File: src/hdl/qbf_weights.sv
// ----------------------------------------------------------------------------
// qbf_weights
// Bernstein weights (n-k)^2, 2k(n-k), k^2 and the divisor n^2, one stage.
// ----------------------------------------------------------------------------
module qbf_weights #(
  parameter int KW = 7
) (
  input  logic            clk,
  input  logic            en,
  input  logic [KW-1:0]   k,
  input  logic [KW-1:0]   n,
  output logic [2*KW-1:0] rr,
  output logic [2*KW-1:0] kr2,
  output logic [2*KW-1:0] kk,
  output logic [2*KW-1:0] nn
);
  logic [KW-1:0] r;
  assign r = n - k;

  always_ff @(posedge clk) begin
    if (en) begin
      rr  <= (2*KW)'(r) * (2*KW)'(r);
      kr2 <= ((2*KW)'(k) * (2*KW)'(r)) << 1;
      kk  <= (2*KW)'(k) * (2*KW)'(k);
      nn  <= (2*KW)'(n) * (2*KW)'(n);
    end
  end
endmodule

File: config.mk
export PLATFORM = sky130hd
export DESIGN_NAME = qbf_weights
export DESIGN_NICKNAME = d
export VERILOG_FILES = /design/src/hdl/qbf_weights.sv
export SDC_FILE = /design/constraint.sdc
export NUM_CORES = 1
export LEC_CHECK = 0
export BUFFER_PORTS_ARGS = -buffer_cell sky130_fd_sc_hd__buf_2
export CAP_MARGIN = 40
export CORE_MARGIN = 2
export CORE_UTILIZATION = 52
export CTS_CLUSTER_DIAMETER = 40
export DETAILED_ROUTE_END_ITERATION = 12
export HOLD_SLACK_MARGIN = 0.15
export PLACE_DENSITY = 0.74
export SLEW_MARGIN = 20
export SYNTH_ARGS = -nofsm -noshare
export SYNTH_HDL_FRONTEND = slang
export SYNTH_SLANG_ARGS = --single-unit
File: constraint.sdc
create_clock -name clk -period 7.8 [get_ports clk]
set_input_delay 0.78 -clock clk [delete_from_list [all_inputs] [get_ports clk]]
set_output_delay 0.78 -clock clk [all_outputs]
set_load 0.03 [all_outputs]
; Word-level counts from Yosys, hierarchy flattened
; Index checks and enable logic that the tools add are counted.
[op_classes]
multipliers = 4
muxes = 0
shift = 0
reduce_logical = 0
magnitude_cmp = 0
bitwise = 0
n_eq_ne = 0
n_addsub = 1
n_div = 0
[op_table]
columns = op, count
row1 = multiplier 7 x 7 -> 14 bit, 3
row2 = multiplier 7 x 7 -> 13 bit, 1
row3 = subtractor 7 bit, 1
[word_totals]
ram_bits = 0
register_bits = 55
n_memories = 0
elab_cells = 9
out_inout_bits = 56
rom_bits = 0
latch_bits = 0

; Longest topological paths before layout
[depth]
word_depth = 2
mapped_depth = 26
mapped_depth_nobuf = 25

; Worst setup path after synthesis
; No wires, ideal clock.
[synth_timing]
kind = in2reg
startpoint = input k[1]
endpoint = register kr2[12], data pin
required_time_ns = 7.542
cell_stages = 22
setup_slack_ns = 1.259
setup_time_ns = 0.258
arrival_time_ns = 6.284
n_path_buf = 2
path_cell_list = buf_2 > clkinv_1 > fa_1 > a211oi_1 > o21bai_1 > a21oi_1 > xnor3_1 > buf_1 > nand2_1 > fa_1 > fa_1 > inv_1 > fa_1 > inv_1 > fa_1 > inv_1 > ha_1 > o21a_1 > a2111oi_0 > o21bai_1 > a21oi_1 > xnor2_1
[synth_via]
elab_chain_len = 2
[synth_rtl]
columns = item, line
row1 = "start, declared", 10  ; input logic [KW-1:0] k,
row2 = subtractor 7 bit, 18  ; assign r = n - k;
row3 = multiplier 7 x 7 -> 13 bit *, 23  ; kr2 <= ((2*KW)'(k) * (2*KW)'(r)) << 1;
row4 = "end signal, assigned", 23
row5 = "end, declared", 13  ; output logic [2*KW-1:0] kr2,
; Every way passes the cells marked *; elsewhere a longest branch is shown, timed or not.
; A chain may end at the register's enable or synchronous reset.

; Worst setup path in the final report
[layout_timing]
startpoint = input k[1]
endpoint = register rr[13], data pin
[layout_via]
elab_chain_len = 2
[layout_rtl]
columns = item, line
row1 = subtractor 7 bit, 18
row2 = multiplier 7 x 7 -> 14 bit, 22  ; rr <= (2*KW)'(r) * (2*KW)'(r);
row3 = "end signal, assigned", 22
row4 = "end, declared", 12  ; output logic [2*KW-1:0] rr,
; Every way passes these cells.

==> flow_metrics.tcl <==
set metrics [dict create \
    cts_tree "built" \
    synthCells 694 \
    io_buffers 67 \
    grt.total_usage 0.201 \
    drc 0 \
    synthArstFlopShare 0 \
    powerDensity_nw_per_um2 368 \
    grt_first_pass_wirelength_um 23400 \
    total_power_mw 2.76 \
    antenna_found_initial 0 \
    endpoint_kind "flop" \
    ys_top_cells_by_count "ha_1 (106), inv_1 (104), fa_1 (66), edfxtp_1 (52), nand2_1 (49)" \
    gp_congestion 0.894 \
    ctsHoldBuffers 0 \
    hold_path_class "primary input to flop" \
    drtPass1Iterations 4 \
    dieArea_um2 14100 \
    period_needed_ns 6.76 \
    cts.clk_slew.worst_paths_ns 0.07 \
    cts_buffers 5 \
    crit_type "primary input to flop" \
    ys_seq_elements 52 \
    grt_pass1_vias 5177 \
    cts_max_level 2 \
    status "finished, final reports clean" \
    pin_count 72 \
    cts-root-buf "clkbuf_16" \
    antenna_cells 0 \
    crit_arrival_ns 6.80 \
    postCtsSetupBuffers 0 \
    ir_drop_v 0.000210 \
    hold_viol_final 0 \
    crit_required_ns 7.85 \
    gr-total-overflow 0 \
    worstMarginPinSlew_ns 0.719 \
    max-cap-violations 0 \
    layout-drive-gt1-share 0.118 \
    synth.area.top_cells "edfxtp_1 (23%), ha_1 (19%), fa_1 (19%), inv_1 (5.7%), xnor2_1 (5.5%)" \
    synth_edf_count 52 \
    crit_chain "buf_2 > clkinv_1 > fa_1 > a211oi_1 > o21bai_1 > a21oi_1 > xnor3_1 > nand2_1 > xnor2_1 > ha_1 > inv_1 > fa_1 > inv_1 > fa_1 > inv_1 > fa_1 > inv_1 > ha_1 > or3_1 > o221a_2 > and3_1 > o22ai_1 > xor2_1" \
    drv_slew 0 \
    wl_um 13600 \
    fin_tns_setup_ns 0 \
    yosys_warnings 0 \
    fill_cells 1113 \
    wl_per_cell_um 14.7 \
    clockBufferDepth 2 \
    synth_top_cell_area_share 0.227 \
    initial_core_util 0.537 \
    dieWidth_um 119 \
    fin_nets 942 \
    syn_avg_cell_area_um2 9.89 \
    cts_sinks 52 \
    rsz0062_at_grt "no" \
    routed-via-count 4977 \
    timing.slew.headroom 0.517 \
    synth_cell_types 51 \
    multi_input_area_um2 4810 \
    synth.most_common_cell "ha_1" \
    leakage_nw 3.80 \
    avgViaCountPerCell 5.37 \
    syn_area_um2 6870 \
    finalSetupViolations 0 \
    ant_nets 0 \
    fmax_ghz 0.148 \
    cp_max_fo 13 \
    worstPathBufferInverterCount 6 \
    critical_path.slowest_cell "fa_1" \
    synth_area_leader_cell "edfxtp_1" \
    critical-path-top-delay-family "adder cells" \
    finalCritPeriodShare 0.866 \
    start_kind "primary input" \
    drtIter0Drc 239 \
    coreArea_um2 12800 \
    cts.repair.resized 0 \
    ys_seq_area_frac 0.227 \
    hpwl_um 10700 \
    max_stage_delay_ns 0.64 \
    row_count 41 \
    area_growth_pct 9.15 \
    yosys_most_used_dff "edfxtp_1" \
    regArea_um2 1560 \
    fp.dieH_um 119 \
    grt_max_degree 53 \
]
==> cell type report <==
type / instances / area share
tap: 172 / 0.0287
timing repair buffer: 70 / 0.0478
inverter: 109 / 0.0546
clock inverter: 1 / 0.000501
clock buffer: 7 / 0.0177
sequential: 52 / 0.208
multi-input combinational: 516 / 0.642
==> per-stage QoR <==
stage | util | area (um2) | std cells | worst slack, ns | hold slack, ns
5_1_grt | 0.587 | 7490 | 927 | 0.549 | 0.851
3_3_place_gp | 0.576 | 7360 | 919 | 0.965 | 1.13
4_1_cts | 0.587 | 7490 | 927 | 1.08 | 0.839
2_1_floorplan | - | 6880 | 697 | 1.26 | 0.879
6_report | 0.587 | 7490 | 927 | 1.04 | 0.842
3_5_place_dp | 0.576 | 7360 | 919 | 0.775 | 1.15
==> path summary, 6_finish.rpt <==
check | startpoint | to | slack, ns | cells after the start
worst max-delay path | k[1] | rr[13] | 1.04 | 23
worst min-delay path | n[0] | nn[0] | 0.84 | 1
==> registers in the layout (all words and copies together), names as in the netlist <==
register and flops:
kr2 13, kk 13, nn 13, rr 13
==> cells by family after synthesis <==
family,count (synthesis),share of synthesized area
AND/OR/NAND/NOR,178,0.128
adder cells (fa/ha/maj),172,0.386
buffers and inverters,129,0.0731
AO/OA/AOI/OAI,99,0.0988
XOR/XNOR,60,0.0813
flip-flops,52,0.227
multiplexers,3,0.00474
other,1,0.000546
==> cell usage in the layout, fill, tap and decap left out, drive strengths merged, types with 3 or more instances in the layout <==
cell	count
fa	66
o21bai	9
a221o	3
o21a	7
nand3	8
nor2b	7
nor2	41
a21oi	27
ha	106
xnor2	44
and3	8
or3	3
a211oi	3
a31o	3
a31oi	9
clkbuf	7
nand2b	10
buf	70
nor3	3
clkinv	5
nand2	49
conb	4
xor2	15
a21o	12
inv	105
o21ai	14
and2	45
edfxtp	52
a2111oi	3
==> layer usage <==
| layer | vias to the layer above | routed length [um] | global-route usage |
|---|---|---|---|
| met2 | 117 | 6940 | 0.354 |
| met5 | - | 0 | 0 |
| met1 | 2431 | 5910 | 0.258 |
| li1 | 2411 | - | - |
| met4 | 0 | 157 | 0.0573 |
| met3 | 18 | 620 | 0.0273 |
==> power breakdown <==
part | internal [mW] | switching [mW] | leakage (nW)
logic | 0.846 | 1.16 | 3.23
clock network | 0.119 | 0.101 | 0.0655
registers | 0.510 | 0.0211 | 0.507
total | 1.47 | 1.28 | 3.80
No activity file was read; power rests on OpenSTA's default activity.
