===== config.mk =====
export PLATFORM = sky130hd
export DESIGN_NAME = qbf_div
export DESIGN_NICKNAME = d
export VERILOG_FILES = /design/src/hdl/qbf_div.sv
export SDC_FILE = /design/constraint.sdc
export NUM_CORES = 2
export LEC_CHECK = 0
export BUFFER_PORTS_ARGS = -buffer_cell sky130_fd_sc_hd__buf_4
export CAP_MARGIN = 30
export CORE_UTILIZATION = 40
export DETAILED_ROUTE_END_ITERATION = 8
export GPL_ROUTABILITY_DRIVEN = 0
export SETUP_SLACK_MARGIN = 0.2
export SLEW_MARGIN = 20
export SYNTH_ARGS = -nofsm -noshare
export SYNTH_HDL_FRONTEND = slang
export SYNTH_SLANG_ARGS = --single-unit

===== constraint.sdc =====
create_clock -name clk -period 10.65 [get_ports clk]
set_input_delay 0.5325 -clock clk [delete_from_list [all_inputs] [get_ports clk]]
set_output_delay 0.5325 -clock clk [all_outputs]
set_load 0.005 [all_outputs]

===== src/hdl/qbf_div.sv =====
// ----------------------------------------------------------------------------
// qbf_div
// Pipelined restoring divider, one quotient bit per stage.
// ----------------------------------------------------------------------------
module qbf_div #(
  parameter int WW = 39,
  parameter int QW = 16
) (
  input  logic          clk,
  input  logic          en,
  input  logic [WW-1:0] dividend,
  input  logic [WW-1:0] divisor,
  input  logic          neg_in,
  output logic [QW-1:0] quo,
  output logic          neg_out
);
  localparam int XW = WW + QW;

  logic [WW-1:0] rem [QW+1];
  logic [WW-1:0] dv  [QW+1];
  logic [QW-1:0] q   [QW+1];
  logic          sg  [QW+1];

  assign rem[0] = dividend;
  assign dv[0]  = divisor;
  assign q[0]   = '0;
  assign sg[0]  = neg_in;

  for (genvar s = 0; s < QW; s++) begin : g_stage
    localparam int B = QW - 1 - s;
    logic [XW-1:0] shv;
    logic          ge;
    assign shv = XW'(dv[s]) << B;
    assign ge  = XW'(rem[s]) >= shv;
    always_ff @(posedge clk) begin
      if (en) begin
        rem[s+1] <= ge ? WW'(XW'(rem[s]) - shv) : rem[s];
        dv[s+1]  <= dv[s];
        q[s+1]   <= q[s] | (ge ? (QW'(1) << B) : QW'(0));
        sg[s+1]  <= sg[s];
      end
    end
  end

  assign quo     = q[QW];
  assign neg_out = sg[QW];
endmodule


* Word-level counts from Yosys, hierarchy flattened
Index checks and enable logic that the tools add are counted.
Operators by class: multiplexer cells 31, bitwise operators 15, magnitude comparators 16, $add $sub $neg 15
Operators by type and width (count):
- $mux 39 | 15
- $sub 39x39->39 | 15
- $ge 39x54->1 | 1
- $ge 39x53->1 | 1
- $ge 39x52->1 | 1
- $ge 39x51->1 | 1
- $ge 39x50->1 | 1
- $ge 39x49->1 | 1
- $ge 39x48->1 | 1
- $ge 39x47->1 | 1
- $ge 39x46->1 | 1
- $ge 39x45->1 | 1
- $ge 39x44->1 | 1
- $ge 39x43->1 | 1
- $ge 39x42->1 | 1
- $ge 39x41->1 | 1
- $ge 39x40->1 | 1
- $ge 39x39->1 | 1
- $mux 16 | 1
- $or 16x1->16 | 1
- $or 16x10->16 | 1
- $or 16x11->16 | 1
- $or 16x12->16 | 1
- $or 16x13->16 | 1
- other kinds (25) | 25
Storage, ports and cells: bits in registers 1442

* Depth between registers and ports, before layout
depth in word-level cells 3, depth in mapped cells 15, mapped depth without buffers 14

* Worst setup path before layout
Ideal clock, no wire load.
path kind flip-flop to flip-flop, start point register dv[546] in the netlist's numbering, end point register rem[544] in the netlist's numbering (data pin), cell stages (with the launch flop) 13, arrival 3081 ps, path slack 7310 ps, buffers on the path 0, setup time 260 ps, required time 10390 ps, path through edfxtp_1 ha_1 fa_1 nand2b_1 a21oi_1 o21ai_0 a2111oi_2 nor4_1 o21bai_1 a21oi_1 or4_1 and3_1 mux2_2
Between the ends: cells in the longest elaborated chain, start to end 2, elaborated cells on any way between the ends 3, classes of those cells add/sub: 1; order compare: 1; mux: 1
Ends and longest elaborated chain:
- from (decl) | line 20 | logic [WW-1:0] dv [QW+1];
- from (signal, indexed assignment) | line 38 | dv[s+1] <= dv[s];
- $ge 39x52->1 / $sub 39x39->39 (equally long branches) | line 34, 37
- $mux 39 * | line 37 | rem[s+1] <= ge ? WW'(XW'(rem[s]) - shv) : rem[s];
- to (signal, indexed assignment) | line 37
- to (decl) | line 19 | logic [WW-1:0] rem [QW+1];
Mark *: on every way between the ends. The rest lies on a longest branch, timed or not. A chain may end at the register's enable or synchronous reset.

* Final worst setup path
start point register rem[81] in the netlist's numbering, end point register rem[73] in the netlist's numbering (data pin)
Between the ends: cells in the longest elaborated chain, start to end 2, elaborated cells on any way between the ends 3, classes of those cells add/sub: 1; order compare: 1; mux: 1
Ends and longest elaborated chain:
- $ge 39x40->1 | line 34 | assign ge = XW'(rem[s]) >= shv;
- net g_stage[14].ge | line 32 | logic ge;
- $mux 39 | line 37
The timed path passes the listed nets, and every way through them passes these cells.

==> flow_summary.json <==
{
  "wl_per_cell_um": 16.5,
  "hold_slack_ns": 0.366,
  "cts-root-buf": "clkbuf_16",
  "die_x_um": 425,
  "max_stage_delay_ns": 0.54,
  "worstPathArrival_ns": 4.81,
  "totalWireLength_mm": 143,
  "synth.top_cells.by_count": "1322 x edfxtp_1, 614 x inv_1, 504 x ha_1, 408 x a21oi_1, 379 x nand2_1",
  "core-area_mm2": 0.177,
  "ys_warn_count": 0,
  "end_kind": "flip-flop",
  "ant_nets": 0,
  "row_count": 154,
  "clock_skew_ns": 0.0226,
  "die_area_mm2": 0.181,
  "ys_seq_area_share_pct": 55.4,
  "setup_tns_ns": 0,
  "gr-usage-all-layers_pct": 15.8,
  "max_cap_viol_count": 0,
  "ys.flop_type": "edfxtp_1",
  "syn-instance-count": 6030,
  "critPathLaunchType": "flip-flop",
  "fin_util_pct": 45.4,
  "finalCritPeriodShare_pct": 40.2,
  "drive_gt1_share_pct": 10.4,
  "critPathMaxFanout": 70,
  "htree_levels": 4,
  "dr.first_iter.drc_count": 2376,
  "path_cells": "ha_1 -> a21oi_1 -> a21o_1 -> a31oi_1 -> o21ai_0 -> o211ai_1 -> o21ai_0 -> a21oi_1 -> o21ai_4 -> buf_4 -> inv_1 -> mux2_2",
  "async_flop_share_pct": 0,
  "start_util_pct": 40.5,
  "p_per_area_mw_per_mm2": 165,
  "num_vias": 45200,
  "r2r_slack_ns": 6.37,
  "synth_top_area_cell": "edfxtp_1",
  "ys_top_cells_by_area": "edfxtp_1 55%, ha_1 8.8%, mux2_2 4.0%, inv_1 3.2%, xnor2_1 2.9%",
  "syn_to_final_growth_pct": 12.3,
  "grt_pass1_wl_mm": 231,
  "viasPerCell": 5.20,
  "syn_nets": 6630,
  "io_pins": 98,
  "place_hpwl_mm": 108,
  "finalSetupViolations": 0,
  "drc_errors": 0,
  "cts_setup_buffers": 0,
  "timing.rr.end": "rem[73]",
  "max_freq_mhz": 234,
  "r2r-start": "rem[81]",
  "cts_buffer_depth": 3,
  "synth_edf_count": 1322,
  "run_status": "finished clean",
  "path_clk_slew_ns": 0.06,
  "antenna_found_initial": 2,
  "rsz0062_at_grt": "false",
  "ys_types": 90,
  "fin_crit_ns": 4.28,
  "cts_tree": "yes",
  "crit_path_end": "rem[73]",
  "critPathKind": "flip-flop to flip-flop",
  "syn_avg_cell_area_um2": 11.9,
  "n_antenna_cell": 0,
  "syn-cell-area_mm2": 0.0716,
  "min_path_type": "input port to flip-flop",
  "peakVddDrop_mv": 0.163,
  "netlist.area_leader.share_pct": 55.4,
  "slew_headroom_pct": 35.9,
  "hold_viol": 0,
  "first_pass_iters": 5,
  "grt_pass1_vias": 45800,
  "slowest_stage": "o21ai_0",
  "clock_latency_ns": 0.79,
  "critPathLaunch": "rem[81]",
  "ff2ff_path_depth": 12,
  "leakagePower_nw": 32.7,
  "synth.most_common_cell": "edfxtp_1",
  "ys_ff_latch": 1322,
  "fin_nets": 6847,
  "cts_buffers": 148,
  "critPathRequiredTime_ns": 11.18,
  "slew_violations": 0,
  "finalPower_w": 0.0132,
  "globalRouteOverflowTotal": 0,
  "tightest_slew_ns": 0.962,
  "numPortBuffers": 97,
  "die_h_um": 425,
  "cts.sinks": 1322,
  "grt_start_max_net_pins": 187,
  "n_fill_cell": 15800
}
stage by stage:
step	instances	cell area (um2)	setup slack, ns
3_5_place_dp	8355	75000	6.46
4_1_cts	8694	80400	6.43
2_1_floorplan	6030	71600	7.31
5_1_grt	8697	80500	6.09
6_report	8697	80500	6.37
3_3_place_gp	8352	75000	6.40
placed cells by master, fill, tap and decap left out, types with 79 or more instances in the layout:
| cell | n |
|---|---|
| xor2_1 | 154 |
| nor2_1 | 278 |
| nand2_1 | 379 |
| ha_1 | 504 |
| nand4_1 | 100 |
| clkbuf_16 | 150 |
| o21ai_0 | 337 |
| mux2_2 | 252 |
| a21oi_1 | 407 |
| buf_4 | 126 |
| xnor2_1 | 234 |
| edfxtp_1 | 1322 |
| inv_1 | 614 |
| a21o_1 | 256 |
| nand3_1 | 90 |
| dlygate4sd3_1 | 79 |
| nor3_1 | 87 |
worst max-delay path: cells and delay by family, from the launching register on:
family | cells | cell delay, ns
buffers and inverters | 2 | 0.81
adders and majority gates | 1 | 0.39
DFF | 1 | 0.38
muxes | 1 | 0.33
AOI/OAI and AO/OA | 8 | 2.04
logic make-up after synthesis:
group                    synth area share, %
AO/OA/AOI/OAI                           13.1
flip-flops                              55.4
XOR/XNOR                                4.74
buffers and inverters                   4.21
AND/OR/NAND/NOR                         8.67
multiplexers                            4.69
adder cells (fa/ha/maj)                 9.22
state kept, by name (all words and copies together), names as in the netlist:
register  count
q           120
dv          585
rem         585
quo          16
neg_out       1
sg           15
area by class of cell:
class                           count  area, um2  share of cell area [%]
Sequential cell                  1322      39700                    49.3
Multi-Input combinational cell   3946      29000                    36.0
Clock buffer                      183       3880                    4.82
Tap cell                         2340       2930                    3.64
Inverter                          614       2300                    2.86
Timing Repair Buffer              215       1890                    2.35
Clock inverter                     77        778                   0.967
report_power, final:
part / switching (W) / total (W) / internal [W]
logic: 0.00119 / 0.00209 / 0.000896
clock network: 0.00203 / 0.00487 / 0.00284
registers: 0.000171 / 0.00629 / 0.00612
total: 0.00339 / 0.0132 / 0.00985
worst min path at each step:
stage	from	endpoint	slack, ns	cells after the start
after floorplan	sg[1]	neg_out	0.40	0
after detailed placement	q[119]	q[103]	0.40	0
after global routing	en	q[68]	0.37	1
final	en	q[68]	0.37	1
after global placement	sg[4]	sg[3]	0.40	0
after CTS	en	q[68]	0.33	1
per-layer routing:
metal	up-vias	track usage, %	part of all wire (%)
met5	-	0	0
met4	0	8.45	5.4
met3	383	2.44	3.3
met2	976	29.7	52
met1	21200	16.7	39
li1	22700	-	-
what timing repair did:
action                                  CTS  global route
gates resized for setup                   0             0
endpoints found under the setup margin    0             0
hold buffers                             79             0
endpoints found under the hold margin    79             0
No activity file was read; power rests on OpenSTA's default activity.
