File: src/hdl/qbf_numer.sv
// ----------------------------------------------------------------------------
// qbf_numer
// One axis: weighted sum of the three points, then magnitude and rounding
// offset for the divider. Two stages.
// ----------------------------------------------------------------------------
module qbf_numer #(
  parameter int KW = 7,
  parameter int CW = 16
) (
  input  logic                  clk,
  input  logic                  en,
  input  logic [2*KW-1:0]       rr,
  input  logic [2*KW-1:0]       kr2,
  input  logic [2*KW-1:0]       kk,
  input  logic [2*KW-1:0]       nn,
  input  logic signed [CW-1:0]  a,
  input  logic signed [CW-1:0]  b,
  input  logic signed [CW-1:0]  c,
  output logic [2*KW+CW:0]      dividend,
  output logic [2*KW+CW:0]      divisor,
  output logic                  neg
);
  localparam int PW = 2*KW+CW+1;

  logic signed [PW-1:0] pa, pb, pc;
  logic [2*KW-1:0]      nn_d;
  logic signed [PW-1:0] sum;
  logic [PW-1:0]        mag;

  always_ff @(posedge clk) begin
    if (en) begin
      pa   <= $signed({1'b0, rr})  * PW'(a);
      pb   <= $signed({1'b0, kr2}) * PW'(b);
      pc   <= $signed({1'b0, kk})  * PW'(c);
      nn_d <= nn;
    end
  end

  always_comb begin
    sum = pa + pb + pc;
    mag = sum[PW-1] ? PW'(-sum) : PW'(sum);
  end

  // round half away from zero: (2|num| + n^2) / (2 n^2)
  always_ff @(posedge clk) begin
    if (en) begin
      dividend <= (mag << 1) + PW'(nn_d);
      divisor  <= PW'(nn_d) << 1;
      neg      <= sum[PW-1];
    end
  end
endmodule

File: config.mk
export PLATFORM = sky130hd
export DESIGN_NAME = qbf_numer
export DESIGN_NICKNAME = d
export VERILOG_FILES = /design/src/hdl/qbf_numer.sv
export SDC_FILE = /design/constraint.sdc
export NUM_CORES = 2
export LEC_CHECK = 0
export BUFFER_PORTS_ARGS = -buffer_cell sky130_fd_sc_hd__buf_2
export CORE_MARGIN = 3
export CORE_UTILIZATION = 40
export DETAILED_ROUTE_END_ITERATION = 10
export PLACE_DENSITY = 0.67
export SLEW_MARGIN = 5
export SYNTH_ARGS = -nofsm -noshare
export SYNTH_HDL_FRONTEND = slang
export SYNTH_SLANG_ARGS = --single-unit
File: constraint.sdc
create_clock -name clk -period 9.83 [get_ports clk]
set_input_delay 0.983 -clock clk [delete_from_list [all_inputs] [get_ports clk]]
set_output_delay 0.983 -clock clk [all_outputs]
set_load 0.01 [all_outputs]
* After elaboration in Yosys (flattened, before gate mapping)
Index checks and enable logic that the tools add are counted.
Widths: inputs -> output; s select.
** Word-level totals
- Bits of input ports :: 106
- Register bits :: 153
** Operators by class
- Add/subtract/negate cells :: 4
- Mux-type cells :: 1
- Multiply operators :: 3
** Operator list (count)
- $mul 15x16->31 :: 3
- $add 31x31->31 :: 2
- $add 31x14->31 :: 1
- $mux 30 :: 1
- $neg 30->30 :: 1

* Longest topological paths before layout
- Depth in word-level cells :: 5
- Mapped depth :: 31
- Mapped depth without buffers :: 26

* Worst setup path before layout
Ideal clock, no wire load.
- Path type :: input to register
- From :: in rr[0]
- To :: reg pa[30] (data pin)
- Slack :: 2849 ps
- Data arrival time :: 6721 ps
- Required time :: 9570 ps
- Stages :: 24
- Setup time :: 260 ps
- Cells stage by stage :: clkbuf_1 > and2_1 > fa_1 > inv_1 > fa_1 > inv_1 > fa_1 > inv_1 > fa_1 > inv_1 > fa_1 > inv_1 > fa_1 > inv_1 > ha_1 > a31o_2 > a41o_1 > o41ai_1 > nor2b_1 > a41oi_1 > o21ai_0 > a21o_1 > a21oi_1 > xnor2_1
** On the way
- Longest elaborated chain between the ends :: 1
** RTL lines
- start, declared :: RTL line 12 : input logic [2*KW-1:0] rr,
- $mul 15x16->31 :: RTL line 32 : pa <= $signed({1'b0, rr}) * PW'(a);
- end signal, assigned :: RTL line 32
- end, declared :: RTL line 25 : logic signed [PW-1:0] pa, pb, pc;
No other way between the ends.
A chain may end at the register's enable or synchronous reset.

* Worst setup path in the final report
- From :: in a[11]
- To :: reg pa[30] (data pin)
** On the way
- Longest elaborated chain between the ends :: 1
** RTL lines
- start, declared :: RTL line 16 : input logic signed [CW-1:0] a,
- $mul 15x16->31 :: RTL line 32
No other way between the ends.

==> reports/metrics.cfg <==
[final_layout]
final_nets = 4562
multi_input_comb_area_mm2 = 0.02607
finalInstanceArea_mm2 = 0.03612
final-seq-area_mm2 = 0.004564
final_layout_size_suffix_gt1_frac = 0.06234
final_core_utilization = 0.4358
fillCellCount = 7922
final_cells = 4643
area.growth.synth_to_final_pct = 6.925

[die]
die_area_mm2 = 0.08799
coreArea_mm2 = 0.08290
chip_width_um = 296.6
number_of_top_level_design_ports = 169
core.rowCount = 105
chipHeight_um = 296.6
initial_core_util = 0.4075

[sta]
final_period_utilization = 0.7300
layout_min_cycle_time_ns = 7.176
max_slew.worst_pin.slew_ns = 1.045
grt_setup_unrepaired = false
slew_violations = 0
slew_headroom = 0.2947
fin_skew_ns = 0.01218
timing_hold_violations_final = 0
tns_ns = 0
maxClockFrequency_mhz = 139.4
setup-violations-final = 0

[cts]
cts_setup_buffers = 0
clock_sinks = 152
tritoncts = done
cts-buffers-inserted = 17
resized_after_cts = 0
cts-htree-levels = 4
cts.clk_slew.worst_paths_ns = 0.07
postCtsHoldBufs = 0
clock_path_buffers = 2
insertion_delay_ns = 0.45
cts_root_buffer = sky130_fd_sc_hd__clkbuf_16

[placement]
placed_cells_incl_taps = 4605
dp_hpwl_um = 62630
detailed_place.area_mm2 = 0.03548
gp_routability_congestion = 0.8694
portBuffers = 151

[grt]
antenna_found_initial = 6
grt_start_max_net_pins = 79
grt.total_usage = 0.1783
gr-usage-met2 = 0.3175
grt_util_met3 = 0.01538
grt-busiest-layer = met2
global_route.usage.met1 = 0.2319
grt_pass1_vias = 24830
grt_remaining_overflow = 0
grt_pass1_wl_um = 125700

[synthesis]
ys_seq_area_frac = 0.1351
netlist_instances = 3437
synth_seq_cells = 152
synth_flop_cell = sky130_fd_sc_hd__edfxtp_1
synthesis.area_per_instance_um2 = 9.830
synth-edff-count = 152
synth-async-reset-ratio = 0
synth.yosys.warnings = 0
synthDistinctLibCells = 84
syn-cell-area_mm2 = 0.03378

[setup_path]
critical_path_buf_inv_count = 5
crit_required_ns = 10.03
timing.critical_path.arrival_ns = 7.37
critPathCaptureType = flip-flop
path_class = primary input to flip-flop
path_cells = buf_2 > and2_1 > fa_1 > inv_1 > fa_1 > inv_1 > fa_1 > fa_1 > fa_1 > inv_1 > fa_1 > inv_1 > ha_1 > and2_1 > a31o_2 > a41o_1 > o41ai_1 > nor2b_1 > a41oi_1 > o21ai_0 > a21o_1 > a21oi_1 > xnor2_1
crit_family = adder cells
cp-start-kind = primary input
cp_slowest_cell = sky130_fd_sc_hd__o41ai_1
critical_path_peak_fanout = 14
critical_path.most_common_cell = sky130_fd_sc_hd__fa_1
cp_slowest_stage_delay_ns = 0.61

[status]
status = finished clean

[route]
drt_wl_total_um = 73920
wl_per_cell_um = 15.92
drc = 0
via_per_inst = 4.907
detailroute.via_count = 22780
drt_iter0_drc = 1098
drtPass1Iterations = 5
final_antenna_net_count = 0

[min_path]
hold_path.class = flip-flop to flip-flop

[run]
max-cap-violations = 0

-- cell usage after synthesis (6+ instances only) --
cell | n | area, um2
sky130_fd_sc_hd__ha_1 | 269 | 3366
sky130_fd_sc_hd__fa_1 | 686 | 13730
sky130_fd_sc_hd__or3_1 | 13 | 81.33
sky130_fd_sc_hd__a211oi_1 | 11 | 82.58
sky130_fd_sc_hd__nand2b_1 | 12 | 75.07
sky130_fd_sc_hd__clkbuf_1 | 97 | 364.1
sky130_fd_sc_hd__buf_4 | 18 | 135.1
sky130_fd_sc_hd__buf_2 | 6 | 30.03
sky130_fd_sc_hd__o21a_1 | 12 | 90.09
sky130_fd_sc_hd__o211ai_1 | 13 | 97.59
sky130_fd_sc_hd__nor2b_1 | 15 | 93.84
sky130_fd_sc_hd__nor3_1 | 25 | 125.1
sky130_fd_sc_hd__o31ai_1 | 7 | 52.55
sky130_fd_sc_hd__and3_1 | 15 | 93.84
sky130_fd_sc_hd__nand4_1 | 9 | 56.30
sky130_fd_sc_hd__inv_1 | 708 | 2658
sky130_fd_sc_hd__a21oi_1 | 99 | 495.5
sky130_fd_sc_hd__a21o_1 | 42 | 315.3
sky130_fd_sc_hd__or2_2 | 9 | 56.30
sky130_fd_sc_hd__xor2_1 | 48 | 420.4
sky130_fd_sc_hd__o21bai_1 | 20 | 150.1
sky130_fd_sc_hd__nand3_1 | 23 | 115.1
sky130_fd_sc_hd__nor2_1 | 78 | 292.8
sky130_fd_sc_hd__o21ai_1 | 7 | 35.03
sky130_fd_sc_hd__nand2_1 | 355 | 1333
sky130_fd_sc_hd__edfxtp_1 | 152 | 4564
sky130_fd_sc_hd__a31oi_1 | 9 | 56.30
sky130_fd_sc_hd__and2_1 | 397 | 2484
sky130_fd_sc_hd__xnor2_1 | 125 | 1095
sky130_fd_sc_hd__o21ai_0 | 58 | 290.3
-- kinds of logic after synthesis --
logic type	synth area share
fa+ha+maj	0.5061
mux	0.001185
other cells	0.0001110
buf+inv	0.09496
simple gates	0.1526
flops	0.1351
xor+xnor	0.04533
compound gates	0.06463
-- stage by stage --
step / worst slack [ns] / hold slack, ns
after floorplan: 2.849 / 0.4003
after global placement: 2.181 / 0.4039
after detailed placement: 2.126 / 0.4074
after CTS: 2.607 / 0.4174
after global routing: 2.191 / 0.4234
final: 2.654 / 0.4162
-- cell type report --
cell class              count  area share
clock inverters            14    0.005680
diodes                      7   0.0004849
inverters                 708     0.07357
multi-input cells        2469      0.7217
clock buffers              17     0.01178
flip-flops and latches    152      0.1264
repair buffers            153     0.02151
well taps                1123     0.03890
-- metal layers --
layer / part of all wire / wire length (um) / up-vias
met5: 0 / 0 / -
met4: 0.027 / 2022 / 0
met3: 0.035 / 2617 / 105
met2: 0.51 / 37900 / 486
met1: 0.42 / 31380 / 11500
li1: - / - / 10690
-- sequential cells by signal (all words and copies together), names as in the netlist --
| signal | count |
|---|---|
| dividend | 31 |
| pa | 31 |
| pb | 31 |
| pc | 31 |
| nn_d | 14 |
| divisor | 13 |
| neg | 1 |
-- final timing paths --
| check | from | endpoint | slack (ns) | depth (start not counted) |
|---|---|---|---|---|
| setup reg to reg | pa[9] | dividend[30] | 2.80 | 25 |
| hold / removal | nn_d[0] | dividend[0] | 0.42 | 0 |
| setup / recovery | a[11] | pa[30] | 2.65 | 23 |
| hold reg to reg | nn_d[0] | dividend[0] | 0.42 | 0 |
-- layout by cell type (no fill, tap or decap), types with 7 or more instances in the layout --
master and instances:
sky130_fd_sc_hd__o21a_1 12, sky130_fd_sc_hd__o211ai_1 13, sky130_fd_sc_hd__conb_1 17, sky130_fd_sc_hd__diode_2 7, sky130_fd_sc_hd__nor3_1 25, sky130_fd_sc_hd__nor2_1 78
sky130_fd_sc_hd__nand2b_1 12, sky130_fd_sc_hd__a31oi_1 9, sky130_fd_sc_hd__ha_1 269, sky130_fd_sc_hd__o31ai_1 7, sky130_fd_sc_hd__a211oi_1 11, sky130_fd_sc_hd__inv_1 708
sky130_fd_sc_hd__o21ai_1 7, sky130_fd_sc_hd__or2_2 9, sky130_fd_sc_hd__edfxtp_1 152, sky130_fd_sc_hd__a21o_1 42, sky130_fd_sc_hd__nand2_1 355, sky130_fd_sc_hd__buf_2 150
sky130_fd_sc_hd__and2_1 397, sky130_fd_sc_hd__nor2b_1 15, sky130_fd_sc_hd__xor2_1 48, sky130_fd_sc_hd__o21bai_1 20, sky130_fd_sc_hd__xnor2_1 125, sky130_fd_sc_hd__fa_1 686
sky130_fd_sc_hd__or3_1 13, sky130_fd_sc_hd__and3_1 15, sky130_fd_sc_hd__a21oi_1 99, sky130_fd_sc_hd__nand3_1 23, sky130_fd_sc_hd__clkbuf_16 17, sky130_fd_sc_hd__o21ai_0 58
sky130_fd_sc_hd__nand4_1 9
Power is left out: the tool's default activity adds up to more than one toggle a clock period on the data nets, which glitch-free logic cannot reach.
