<file path="src/hdl/qbf_pkg.sv">
// ----------------------------------------------------------------------------
// qbf_pkg
// Shared types and fixed constants for the Bezier flattening unit.
// ----------------------------------------------------------------------------
package qbf_pkg;

  localparam int COLOR_W = 24;

  // Per-segment control that travels alongside the arithmetic
  typedef struct packed {
    logic               first;
    logic               last;
    logic [COLOR_W-1:0] color;
  } qbf_side_t;

  typedef enum logic [1:0] {
    ST_IDLE = 2'b01,
    ST_RUN  = 2'b10
  } qbf_state_t;

endpackage

</file>
<file path="src/hdl/qbf_seq.sv">
// ----------------------------------------------------------------------------
// qbf_seq
// Takes one curve request, works out the segment count and issues k = 1..n.
// ----------------------------------------------------------------------------
module qbf_seq
  import qbf_pkg::*;
#(
  parameter int MIN_SEGMENTS = 20,
  parameter int MAX_SEGMENTS = 64,
  parameter int COORD_WIDTH  = 16,
  parameter int KW           = 7
) (
  input  logic                          clk,
  input  logic                          rst,
  input  logic                          in_valid,
  output logic                          in_stall,
  input  logic signed [COORD_WIDTH-1:0] start_x,
  input  logic signed [COORD_WIDTH-1:0] start_y,
  input  logic signed [COORD_WIDTH-1:0] ctrl_x,
  input  logic signed [COORD_WIDTH-1:0] ctrl_y,
  input  logic signed [COORD_WIDTH-1:0] end_x,
  input  logic signed [COORD_WIDTH-1:0] end_y,
  input  logic [COLOR_W-1:0]            color,
  input  logic                          en,
  output logic                          iss_valid,
  output logic [KW-1:0]                 iss_k,
  output logic [KW-1:0]                 iss_n,
  output logic signed [COORD_WIDTH-1:0] pts [6],
  output qbf_side_t                     iss_side
);
  localparam int CW = COORD_WIDTH;

  qbf_state_t               state;
  logic [KW-1:0]            k;
  logic [KW-1:0]            n;
  logic [COLOR_W-1:0]       col;
  logic signed [CW+1:0]     dx, dy;
  logic [CW+1:0]            ax, ay;
  logic [CW+3:0]            curv1;
  logic [KW-1:0]            n_next;
  logic                     accept;

  always_comb begin
    dx = (CW+2)'(start_x) - ((CW+2)'(ctrl_x) <<< 1) + (CW+2)'(end_x);
    dy = (CW+2)'(start_y) - ((CW+2)'(ctrl_y) <<< 1) + (CW+2)'(end_y);
    ax = dx[CW+1] ? (CW+2)'(-dx) : dx;
    ay = dy[CW+1] ? (CW+2)'(-dy) : dy;
    curv1 = (CW+4)'(ax) + (CW+4)'(ay) + (CW+4)'(1);
    if (curv1 < (CW+4)'(MIN_SEGMENTS)) begin
      n_next = KW'(MIN_SEGMENTS);
    end else if (curv1 > (CW+4)'(MAX_SEGMENTS)) begin
      n_next = KW'(MAX_SEGMENTS);
    end else begin
      n_next = curv1[KW-1:0];
    end
  end

  // a new curve only lands on an advancing edge, so the numerator stage
  // still sees the old points for the last issued k
  assign in_stall  = (state != ST_IDLE) || !en;
  assign accept    = in_valid && !in_stall;
  assign iss_valid = (state == ST_RUN);
  assign iss_k     = k;
  assign iss_n     = n;
  assign iss_side  = '{first: (k == KW'(1)), last: (k == n), color: col};

  always_ff @(posedge clk) begin
    if (rst) begin
      state <= ST_IDLE;
      k     <= '0;
    end else begin
      unique case (state)
        ST_IDLE: begin
          if (accept) begin
            state <= ST_RUN;
            k     <= KW'(1);
          end
        end
        ST_RUN: begin
          if (en) begin
            k <= k + KW'(1);
            if (k == n) state <= ST_IDLE;
          end
        end
        default: state <= ST_IDLE;
      endcase
    end
  end

  always_ff @(posedge clk) begin
    if (accept) begin
      n      <= n_next;
      col    <= color;
      pts[0] <= start_x;
      pts[1] <= start_y;
      pts[2] <= ctrl_x;
      pts[3] <= ctrl_y;
      pts[4] <= end_x;
      pts[5] <= end_y;
    end
  end
endmodule

</file>
<file path="config.mk">
export PLATFORM = sky130hd
export DESIGN_NAME = qbf_seq
export DESIGN_NICKNAME = d
export VERILOG_FILES = /design/src/hdl/qbf_pkg.sv /design/src/hdl/qbf_seq.sv
export SDC_FILE = /design/constraint.sdc
export NUM_CORES = 1
export LEC_CHECK = 0
export ABC_CLOCK_PERIOD_IN_PS = 6600
export BUFFER_PORTS_ARGS = -buffer_cell sky130_fd_sc_hd__buf_2
export CAP_MARGIN = 20
export CORE_MARGIN = 2
export CORE_UTILIZATION = 40
export CTS_CLUSTER_DIAMETER = 100
export CTS_CLUSTER_SIZE = 20
export DETAILED_ROUTE_END_ITERATION = 10
export PLACE_DENSITY = 0.65
export REMOVE_ABC_BUFFERS = 1
export SLEW_MARGIN = 20
export SYNTH_ARGS = -nofsm -noshare
export SYNTH_HDL_FRONTEND = slang
export SYNTH_SLANG_ARGS = --single-unit
</file>
<file path="constraint.sdc">
create_clock -name clk -period 6.6 [get_ports clk]
set_input_delay 1.32 -clock clk [delete_from_list [all_inputs] [get_ports clk]]
set_output_delay 1.32 -clock clk [all_outputs]
set_load 0.02 [all_outputs]
</file>
* Word level (Yosys, flattened, before mapping)
Index checks and enable logic that the tools add are counted.
** Cells by class
- Add/sub/neg operators :: 9
- Magnitude comparators :: 2
- Equality and inequality tests :: 8
- Reduce and logical (&&, ||, !) cells :: 8
- Multiplexer cells :: 10
** Operators with widths (count)
- $add 18x16->18 :: 2
- $mux 18 :: 2
- $neg 18->18 :: 2
- $sub 16x17->18 :: 2
- $mux 7 :: 3
- $add 19x1->20 const B :: 1
- $gt 20x7->1 const B :: 1
- $lt 20x5->1 const B :: 1
- $add 18x18->19 :: 1
- $pmux 7 s2 :: 1
- $add 7x1->7 const B :: 1
- $eq 7x1->1 const B :: 1
- $eq 7x7->1 :: 1
- $mux 2 :: 3
- $reduce_and 3->1 :: 2
- $ne 2x1->1 const B :: 2
- $ne 2x2->1 const B :: 2
- $pmux 2 s2 :: 1
- $eq 2x1->1 const B :: 1
- $eq 2x2->1 const B :: 1
- $logic_not 1->1 :: 2
- $reduce_bool 2->1 :: 1
- $reduce_or 2->1 :: 1
- $logic_and 1x1->1 :: 1
- $logic_or 1x1->1 :: 1
** Word-level totals
- Word-level logic and storage cells :: 48
- Bits in registers :: 136
- Output and inout port bits :: 138
- Bits of input ports :: 124

* Longest topological paths before layout
- Depth in word-level cells :: 8
- Depth in mapped cells :: 26
- Mapped depth without buffers :: 23

* Worst setup path after synthesis
No wires, ideal clock.
- Path type :: in2reg
- From :: in start_y[10]
- To :: reg n[6], in the netlist iss_n[6] (data pin)
- Path slack :: -0.375 ns
- Library setup time :: 0.259 ns
- Buffers on the path :: 1
- Required time :: 6.341 ns
- Stages :: 24
- Arrival :: 6.716 ns
- Cell sequence :: inv_1 fa_1 inv_1 ha_1 and2_1 and3_1 a22o_1 a211oi_1 o21bai_1 a21oi_1 xnor2_1 clkbuf_1 nor2_1 a21oi_1 ha_1 nor2b_1 o21a_1 o21a_1 o311a_1 or4_1 a221o_1 a311oi_2 nand4_2 or2_1
** On the way
- Longest elaborated chain between the ends :: 8
- Elaborated cells on any way between the ends :: 9
- Classes of those cells :: add/sub: 5; order compare: 2; mux: 2
** Ends and longest elaborated chain
- start: declaration :: line qbf_seq.sv:18 : input logic signed [COORD_WIDTH-1:0] start_y,
- $sub 16x17->18 (*) :: line qbf_seq.sv:45 : dy = (CW+2)'(start_y) - ((CW+2)'(ctrl_y) <<< 1) + (CW+2)'(end_y);
- $add 18x16->18 (*) :: line qbf_seq.sv:45
- $neg 18->18 :: line qbf_seq.sv:47 : ay = dy[CW+1] ? (CW+2)'(-dy) : dy;
- $mux 18 (*) :: line qbf_seq.sv:47
- $add 18x18->19 (*) :: line qbf_seq.sv:48 : curv1 = (CW+4)'(ax) + (CW+4)'(ay) + (CW+4)'(1);
- $add 19x1->20 (*) :: line qbf_seq.sv:48
- $gt 20x7->1 :: line qbf_seq.sv:51 : end else if (curv1 > (CW+4)'(MAX_SEGMENTS)) begin
- $mux 7 :: line qbf_seq.sv:51
- end signal: assignment :: line qbf_seq.sv:92 : n <= n_next;
- end: declaration :: line qbf_seq.sv:35 : logic [KW-1:0] n;
Every way passes the cells marked *; elsewhere a longest branch is shown, timed or not.
A chain may end at the register's enable or synchronous reset.

* Worst setup path after layout
- From :: in start_y[9]
- To :: reg n[6], in the netlist iss_n[6] (data pin)
Same word-level chain as after synthesis.

==> flow_summary.json <==
{
  "outcome": "finished clean",
  "reg2reg_from": "state[1]",
  "worstHoldStart": "iss_k[6]",
  "clk_pin_slew_ns": 0.06,
  "vdd_drop_max_uv": 354,
  "synth_area_sq_um": 8660,
  "yosys.area.top_type": "edfxtp_1",
  "cap_violations": 0,
  "wl_met1_um": 8760,
  "synthToLayoutAreaGrowth_pct": 44.6,
  "drtAntennaViolNets": 0,
  "netlist_top_cells_count": "inv_1 (147), edfxtp_1 (127), nor2_1 (68)",
  "firstDrtPassIters": 5,
  "async_flop_share": 0,
  "hold_path.class": "reg -> reg",
  "dpl.hpwl_um": 15700,
  "ys_types": 64,
  "hold_buffers": 0,
  "final_nets": 1466,
  "critPathKind": "in -> reg",
  "grt_pass1_wl_um": 31900,
  "drc": 0,
  "routed_wire_length_per_instance_um": 13.2,
  "r2r_slack_ns": 4.50,
  "routed-wl-met2_um": 10100,
  "ys_seq_elements": 136,
  "postSynthCellCount": 807,
  "cellPowerDensity_nw_per_um2": 485,
  "hold_viol": 0,
  "final-setup-viol-count": 0,
  "drt_wl_total_um": 20400,
  "crit_fanout": 6,
  "routed.top_layer": "met4",
  "clkLatencyLatePin_ns": 0.44,
  "gp_congestion": 0.843,
  "end_kind": "flop",
  "power_mw": 6.08,
  "pre_cts_slack_ns": -0.662,
  "cts_num_sinks": 136,
  "io_buffers": 261,
  "grt_pass1_vias": 7176,
  "finClkSkew_ns": 0.0106,
  "yosysSeqAreaShare": 0.461,
  "reg2reg_depth": 3,
  "die_x_um": 151,
  "syn-mean-instance-area_sq_um": 10.7,
  "grt_max_degree": 55,
  "synth_enable_flop_cells": 127,
  "dieArea_sq_um": 22900,
  "power.leakage_nw": 5.91,
  "fmax_mhz": 155,
  "dr_wl_met3_um": 1140,
  "slew_violations": 0,
  "drive_above_1_share": 0.415,
  "rsz0062_at_grt": "true",
  "grt_usage": 0.177,
  "synth.area.top_cells": "edfxtp_1 (44%), ha_1 (8.1%), fa_1 (7.6%), inv_1 (6.4%), xnor2_1 (4.3%)",
  "fin_ws_ns": 0.148,
  "h-tree-depth": 4,
  "rows": 53,
  "nFillCells": 1813,
  "hold_depth": 2,
  "drt_iter0_drc": 243,
  "ys_warn_count": 0,
  "cts_tree": "done",
  "chipHeight_um": 151,
  "antenna_found_initial": 0,
  "num_vias": 7285,
  "fin_crit_sh": 0.978,
  "synth_ff_type": "edfxtp_1",
  "antenna_cells": 0,
  "synthMostInstantiatedCell": "inv_1",
  "grt-ovfl-total": 0,
  "clockRootBuffer": "clkbuf_16",
  "cts_made_buffers": 17,
  "viasPerCell": 4.73,
  "start_util": 0.410,
  "crit_start": "start_y[9]",
  "worst-endpoint-required_ns": 6.78,
  "min_period_ns": 6.45,
  "tightestPinTransition_ns": 0.752,
  "max_slew_margin": 0.496,
  "io_pins": 262,
  "coreArea_sq_um": 21200,
  "critPathLaunchType": "input pin",
  "clk_path_buf_depth": 2,
  "worst_ep_arrival_time_ns": 6.63,
  "synth.top_cell.area_share": 0.440
}
through the flow:
stage	hold WS, ns	utilization	std cells	area [sq um]	setup TNS (ns)
final	0.533	0.592	1541	12500	0
after global routing	0.561	0.592	1541	12500	-0.342
after CTS	0.534	0.583	1535	12300	-0.0230
after detailed placement	0.525	0.542	1494	11500	-3.96
after global placement	0.514	0.542	1494	11500	-3.06
after floorplan	0.586	-	799	8630	-1.43
layer usage:
| metal | GRT usage | vias to the layer above |
|---|---|---|
| met5 | 0 | - |
| met4 | 0.0612 | 0 |
| met3 | 0.0422 | 23 |
| met2 | 0.305 | 170 |
| met1 | 0.216 | 3379 |
| li1 | - | 3713 |
kinds of logic (layout without fill, tap and decap cells):
| family | count (synthesis) | in the layout | share of synthesized area |
|---|---|---|---|
| adder cells (fa/ha/maj) | 89 | 89 | 0.157 |
| AO/OA/AOI/OAI | 142 | 142 | 0.109 |
| multiplexers | 6 | 6 | 0.00708 |
| buffers and inverters | 155 | 614 | 0.0682 |
| AND/OR/NAND/NOR | 204 | 204 | 0.122 |
| flip-flops | 136 | 136 | 0.461 |
| XOR/XNOR | 75 | 75 | 0.0758 |
report_power, final:
part	switching, mW	internal (mW)
combinational	2.07	2.03
clock	0.437	0.543
sequential	0.00968	0.986
total	2.52	3.56
flip-flops by register name (all words and copies together) (netlist names):
| register | cells |
|---|---|
| iss_n | 7 |
| iss_k | 7 |
| pts | 96 |
| state | 2 |
| col | 24 |
worst paths after layout:
check	to
worst max register to register	pts[24]
worst max-delay path	iss_n[6]
worst min-delay path	iss_k[6]
worst min register to register	iss_k[6]
placed cells by master, fill, tap and decap left out, drive strengths merged, types with 20 or more instances in the layout:
cell / instances
nor2: 68
xnor2: 43
inv: 156
edfxtp: 127
o21ai: 23
buf: 434
nor3: 20
xor2: 32
fa: 33
nand2: 24
ha: 56
a21oi: 43
layout make-up:
cell class,instances,area (sq um),area share
Clock buffer,17,425,0.0340
Inverter,147,557,0.0444
Clock inverter,15,178,0.0142
Sequential cell,136,3990,0.319
Timing Repair Buffer,435,2650,0.211
Multi-Input combinational cell,516,4380,0.350
Tap cell,275,344,0.0275
worst max-delay path, cell delays in order:
cell      delay, ns
buf_2          0.09
inv_1          0.05
fa_1           0.54
inv_1          0.05
ha_1           0.32
and2_4         0.16
and3_1         0.18
a22o_1         0.22
a211oi_2       0.23
o21bai_1       0.12
a21oi_2        0.18
xnor2_2        0.14
buf_6          0.16
nor2_4         0.03
a21oi_2        0.12
ha_1           0.24
nor2b_1        0.13
o21a_1         0.19
o21a_1         0.19
o311a_1        0.34
or4_1          0.49
a221o_1        0.37
a311oi_2       0.26
nand4_4        0.22
or2_1          0.27
repair_timing:
item | CTS | global route
endpoints found under the setup margin | 7 | 7
gates cloned | 1 | 0
pin swaps | 29 | 34
gates resized for setup | 37 | 35
buffers inserted | 8 | 7
Power figures use the tool's default switching activity.
